$ cat src/bsp_pkg.sv
// ----------------------------------------------------------------------------
// bsp_pkg: shared types and codes for the bounded stack with sorted push
// Request kinds, result status codes and the per-cell control bundle.
// ----------------------------------------------------------------------------
package bsp_pkg;

  localparam int unsigned DataW   = 32;
  localparam int unsigned KindW   = 2;
  localparam int unsigned StatusW = 2;
  localparam int unsigned FillW   = 5;

  localparam logic [KindW-1:0] KIND_PUSH  = 2'd0;
  localparam logic [KindW-1:0] KIND_POP   = 2'd1;
  localparam logic [KindW-1:0] KIND_SPUSH = 2'd2;

  localparam logic [StatusW-1:0] STATUS_DONE  = 2'd0;
  localparam logic [StatusW-1:0] STATUS_FULL  = 2'd1;
  localparam logic [StatusW-1:0] STATUS_EMPTY = 2'd2;

  localparam logic [DataW-1:0] POP_NONE = {DataW{1'b1}};

  // control broadcast to every cell of the chain
  typedef struct packed {
    logic             push;
    logic             spush;
    logic [DataW-1:0] value;
  } cell_ctrl_t;

endpackage

$ cat src/bounded_stack_with_sorted_push.sv
// ----------------------------------------------------------------------------
// bounded_stack_with_sorted_push: signed stack with push, pop, sorted push
//
// Requests arrive on in_valid_i/in_ready_o with kind_i and value_i. A push
// puts value_i on top, a pop returns the top entry, a sorted push inserts
// value_i below the lowest entry that is not less than it, moving the
// entries above up one place. Every request gives one result on
// out_valid_o/out_ready_i: popped_o (-1 unless a pop found an entry),
// status_o (done, full so push dropped, empty pop) and fill_o.
// Each entry is a cell of a chain; all cells compare and move in the same
// cycle, and the result appears in the output register on the next cycle.
// One request per cycle is sustained while the receiver takes each result.
// The insertion point ripples through the chain, one OR per cell.
// When the receiver stalls, the result stays in the output register and
// in_ready_o drops until it is taken. Reset empties the stack and the output
// register; entry contents are not cleared.
// ----------------------------------------------------------------------------
module bounded_stack_with_sorted_push import bsp_pkg::*; #(
  parameter int unsigned DEPTH = 16
) (
  input  logic               clk_i,
  input  logic               rst_ni,
  input  logic               in_valid_i,
  output logic               in_ready_o,
  input  logic [KindW-1:0]   kind_i,
  input  logic [DataW-1:0]   value_i,
  output logic               out_valid_o,
  input  logic               out_ready_i,
  output logic [DataW-1:0]   popped_o,
  output logic [StatusW-1:0] status_o,
  output logic [FillW-1:0]   fill_o
);

  localparam int unsigned CntW = $clog2(DEPTH + 1);

  logic [CntW-1:0]    fill_q, fill_d;
  logic               out_valid_q;
  logic [DataW-1:0]   popped_q, popped_d;
  logic [StatusW-1:0] status_q, status_d;
  logic [FillW-1:0]   fill_out_q;

  logic             accept;
  logic             full;
  logic             empty;
  cell_ctrl_t       ctrl;
  logic [DataW-1:0] entry  [DEPTH];
  logic             found  [DEPTH+1];
  logic [DataW-1:0] prev   [DEPTH];
  logic [DataW-1:0] top_val;

  assign in_ready_o = ~out_valid_q | out_ready_i;
  assign accept     = in_valid_i & in_ready_o;
  assign full       = (fill_q == CntW'(DEPTH));
  assign empty      = (fill_q == '0);

  assign found[0] = 1'b0;

  for (genvar i = 0; i < DEPTH; i++) begin : g_cell
    if (i == 0) begin : g_bottom
      assign prev[i] = '0;
    end else begin : g_upper
      assign prev[i] = entry[i-1];
    end

    bsp_cell u_cell (
      .clk_i     (clk_i),
      .ctrl_i    (ctrl),
      .valid_i   (CntW'(i) < fill_q),
      .at_fill_i (CntW'(i) == fill_q),
      .prev_i    (prev[i]),
      .found_i   (found[i]),
      .entry_o   (entry[i]),
      .found_o   (found[i+1])
    );
  end

  // top entry read as an and-or over the cells
  always_comb begin
    top_val = '0;
    for (int unsigned i = 0; i < DEPTH; i++) begin
      if (fill_q == CntW'(i + 1)) begin
        top_val = top_val | entry[i];
      end
    end
  end

  always_comb begin
    ctrl.push  = 1'b0;
    ctrl.spush = 1'b0;
    ctrl.value = value_i;
    fill_d     = fill_q;
    popped_d   = POP_NONE;
    status_d   = STATUS_DONE;
    case (kind_i)
      KIND_PUSH, KIND_SPUSH: begin
        if (full) begin
          status_d = STATUS_FULL;
        end else begin
          ctrl.push  = accept & (kind_i == KIND_PUSH);
          ctrl.spush = accept & (kind_i == KIND_SPUSH);
          fill_d     = fill_q + CntW'(1);
        end
      end
      KIND_POP: begin
        if (empty) begin
          status_d = STATUS_EMPTY;
        end else begin
          popped_d = top_val;
          fill_d   = fill_q - CntW'(1);
        end
      end
      default: begin
      end
    endcase
  end

  always_ff @(posedge clk_i or negedge rst_ni) begin
    if (!rst_ni) begin
      fill_q      <= '0;
      out_valid_q <= 1'b0;
    end else begin
      if (accept) begin
        fill_q      <= fill_d;
        out_valid_q <= 1'b1;
      end else if (out_ready_i) begin
        out_valid_q <= 1'b0;
      end
    end
  end

  always_ff @(posedge clk_i) begin
    if (accept) begin
      popped_q   <= popped_d;
      status_q   <= status_d;
      fill_out_q <= FillW'(fill_d);
    end
  end

  assign out_valid_o = out_valid_q;
  assign popped_o    = popped_q;
  assign status_o    = status_q;
  assign fill_o      = fill_out_q;

endmodule

$ cat src/bsp_cell.sv
// ----------------------------------------------------------------------------
// bsp_cell: one stack entry
// Holds one value, compares it with the incoming request value and either
// keeps it, takes the new value or takes its lower neighbor's entry.
// ----------------------------------------------------------------------------
module bsp_cell import bsp_pkg::*; (
  input  logic             clk_i,
  input  cell_ctrl_t       ctrl_i,
  input  logic             valid_i,    // entry is below the fill count
  input  logic             at_fill_i,  // entry is the first free place
  input  logic [DataW-1:0] prev_i,     // entry of the cell below
  input  logic             found_i,    // insertion point lies below
  output logic [DataW-1:0] entry_o,
  output logic             found_o
);

  logic [DataW-1:0] entry_q, entry_d;
  logic             lt;
  logic             ge;

  always_comb begin
    lt      = $signed(entry_q) < $signed(ctrl_i.value);
    ge      = valid_i & ~lt;
    found_o = found_i | ge;
    entry_d = entry_q;
    if (ctrl_i.push && at_fill_i) begin
      entry_d = ctrl_i.value;
    end else if (ctrl_i.spush && (valid_i || at_fill_i)) begin
      if (found_i) begin
        entry_d = prev_i;
      end else if (ge || at_fill_i) begin
        entry_d = ctrl_i.value;
      end
    end
  end

  always_ff @(posedge clk_i) begin
    entry_q <= entry_d;
  end

  assign entry_o = entry_q;

endmodule
$ cat config.mk
export PLATFORM = sky130hd
export DESIGN_NAME = bounded_stack_with_sorted_push
export DESIGN_NICKNAME = d
export VERILOG_FILES = /design/src/bsp_pkg.sv /design/src/bounded_stack_with_sorted_push.sv /design/src/bsp_cell.sv
export SDC_FILE = /design/constraint.sdc
export NUM_CORES = 2
export LEC_CHECK = 0
export BUFFER_PORTS_ARGS = -buffer_cell sky130_fd_sc_hd__buf_4
export CORE_MARGIN = 4
export CORE_UTILIZATION = 50
export CTS_CLUSTER_DIAMETER = 200
export DETAILED_ROUTE_END_ITERATION = 7
export PLACE_DENSITY = 0.68
export SETUP_SLACK_MARGIN = 0.15
export SLEW_MARGIN = 20
export SYNTH_ARGS = -nofsm -noshare
export SYNTH_HDL_FRONTEND = slang
export SYNTH_SLANG_ARGS = --single-unit
$ cat constraint.sdc
create_clock -name clk_i -period 8.5 [get_ports clk_i]
set_input_delay 0.425 -clock clk_i [delete_from_list [all_inputs] [get_ports clk_i]]
set_output_delay 0.425 -clock clk_i [all_outputs]
set_load 0.01 [all_outputs]
==> run metrics <==
Mapped Avg Cell Area 11.6 um2; Crit path required time 8.79 ns; Die Y 279 um; RSZ-0062 raised after global routing no; CP dominant cell by count buf_4; HP Class in -> reg; Initial Utilization 50.4%; final worst path period share 71.2%; Setup CP Type in -> reg; htree depth 3; Mapped Nets 3699; CTS root buffer clkbuf_16; DRT iter0 DRCs 5640; antenna-violating nets left 0; CP cell instances buf_4 -> inv_1 -> ha_1 -> and4_1 -> nand4_1 -> nor3_1 -> a2111oi_0 -> o211ai_1 -> mux2_2 -> and3_1 -> and4_4 -> a211o_1 -> a21oi_4 -> buf_4; sequential area share after synthesis 45.5%; Total Routed Length 165 mm; final setup fails 0; pre-CTS setup slack 1.91 ns; Clk pin slew, worst setup/hold paths 0.06 ns; Yosys warnings 0; Final Util 56.6%; synthesized instance count 3160; Worst Path Max Fanout 22; total grt overflow 0; # fillers 6128; clock sink count 557; DRC Markers 9; worst slew pin tran 1.28 ns; vias in the first global route 30.1k; Vias/cell 7.44; Post-Synthesis Cell Area 36700 um2; worst r2r path cells 12; CTS buffer count 67; min Tclk post-route 6.05 ns; Synth Register Bits 557; TritonRoute pass-1 iters 8; commonest non-fill, non-tap cell in the layout edfxtp_1; Resize count post-CTS 0; CORE AREA 72800 um2; die span in x 279 um; static leakage 15.8 nW; wire per inst 39.1 um; io pins 79; failing checks design-rule violations; Synth Flop Type edfxtp_1; Final Power 9.46 mW; most frequent cells in the layout edfxtp_1 (551), ha_1 (501), nand2_1 (289); GPL Wtd Cong 1.03; CP endpoint kind register; Layout Nets 3753; clk_skew 0.0355 ns; Hold Fails Final Rpt 0; arrival time at the worst endpoint 6.34 ns; antenna violations before repair 9; max incr delay on CP 0.83 ns; IO buf count 78; area delta synth->final 12.2%; slowest stage cell, crit path a2111oi_0; Max-Cap Viols 0; largest net degree at the start of global routing 47; WHS Path Cells 1; first-pass GRT wire length 229 mm; Crit path depth 14; maximum VDD drop 184 uV; CTS max path bufs 3; share of post-route cells with drive strength above 1 18.3%; Max Clock Freq 165 MHz; Multi-input gate area 19600 um2; row count 99; fin worst setup slack 2.45 ns; clk_lat worst skew 0.64 ns; Netlist cell types 75; Post-synth EDFFs 551; Setup TNS 0 ns; startpoint types primary input; via count 31.5k; slew margin rel. 13.6%; dpl hpwl 114 mm; pwr dens 230 nW/um2; fin area 41200 um2; Worst Path Buf+Inv 3; CTS tree yes; Die Area 77800 um2; CP delay by family, top compound AO/OA/AOI/OAI gates; outcome finished, violations left; storage element area 16700 um2; total track usage 41.2%; max-slew violations 0; placed cell area 38800 um2; async set-or-reset flop fraction in the synthesized netlist 1.08%
## sequential cells by signal, indices dropped and copies added (netlist names)
register and count:
g_cell.u_cell.entry_o 512, fill_o 5, out_valid_o 1, fill_q 5, popped_o 32, status_o 2
## path summary, 6_finish.rpt
check	startpoint	end	slack [ns]
min reg2reg	out_valid_o	out_valid_o	0.55
max reg2reg	g_cell[9].u_cell.entry_o[31]	g_cell[13].u_cell.entry_o[11]	2.47
min in group asynchronous	rst_ni	fill_q[1]	0.15
max	value_i[28]	g_cell[13].u_cell.entry_o[11]	2.45
min	value_i[17]	g_cell[0].u_cell.entry_o[17]	0.07
max in group asynchronous	rst_ni	fill_q[2]	8.23
## logic make-up after synthesis
family | share of synthesized area, %
XOR/XNOR | 0.119
flip-flops | 45.5
multiplexers | 9.54
adder cells (fa/ha/maj) | 17.1
buffers and inverters | 2.39
AND/OR/NAND/NOR | 9.09
AO/OA/AOI/OAI | 16.3
## power by group
| group | internal [mW] | total (mW) | leakage (nW) | switching (mW) |
|---|---|---|---|---|
| logic | 0.840 | 2.62 | 9.64 | 1.78 |
| clock network | 1.92 | 3.18 | 1.16 | 1.27 |
| registers | 3.37 | 3.66 | 5.06 | 0.287 |
| total | 6.13 | 9.46 | 15.8 | 3.33 |
## worst register-to-register path, cell delays in order (launching register included)
cell	delay (ns)
edfxtp_1	0.43
ha_1	0.50
nand4_1	0.41
nor4_1	1.18
o211ai_1	0.35
a31oi_1	0.37
o21ai_0	0.14
a21oi_1	0.34
a2111oi_4	0.10
and4_4	0.24
a211o_1	0.33
a21oi_4	0.78
buf_4	0.49
## through the flow
stage | hold WS (ns) | instances
finish | 0.0674 | 4231
global route | 0.0792 | 4225
CTS | 0.0510 | 4224
detailed placement | 0.243 | 4101
global placement | 0.240 | 4098
floorplan | 0.129 | 3160
## per-layer routing
metal	up-vias	share of wire, %	global-route usage [%]
met5	-	0.022	0
met4	2	8.4	26.4
met3	782	13	11.4
met2	2820	42	61.5
met1	15100	36	53.1
li1	12800	-	-
## synthesized netlist by cell type (all sizes together), types with 7 or more instances
library cell,count,area (um2)
buf,36,200
a211o,7,61.3
a22o,26,228
nor2b,12,75.1
a22oi,78,591
a31oi,18,113
nor2,90,338
clkbuf,131,492
nand3,48,240
and2,8,50.1
a21boi,12,93.8
a2111oi,12,125
o21ai,274,1380
a222oi,67,671
a211oi,35,263
o211ai,15,118
nand2,289,1080
nand4,85,532
inv,49,184
and4,21,186
ha,501,6270
a221oi,68,596
or3,10,62.6
a21o,62,465
o21a,17,128
nor4,10,62.6
edfxtp,551,16500
a21oi,160,805
nor3,27,135
nand2b,30,188
and3,47,294
mux2,300,3490
## final cells by class
cell class,count,area share (%)
tap,959,2.91
sequential,557,40.5
antenna,6,0.0364
multi-input combinational,2387,47.5
clock inverter,44,1.48
timing repair buffer,152,2.89
inverter,49,0.446
clock buffer,77,4.26
## repair_timing
item / CTS / global route
endpoints found under the hold margin: 7 / 0
buffers inserted: 0 / 0
hold buffers: 2 / 0
(Power assumes the default switching activity.)
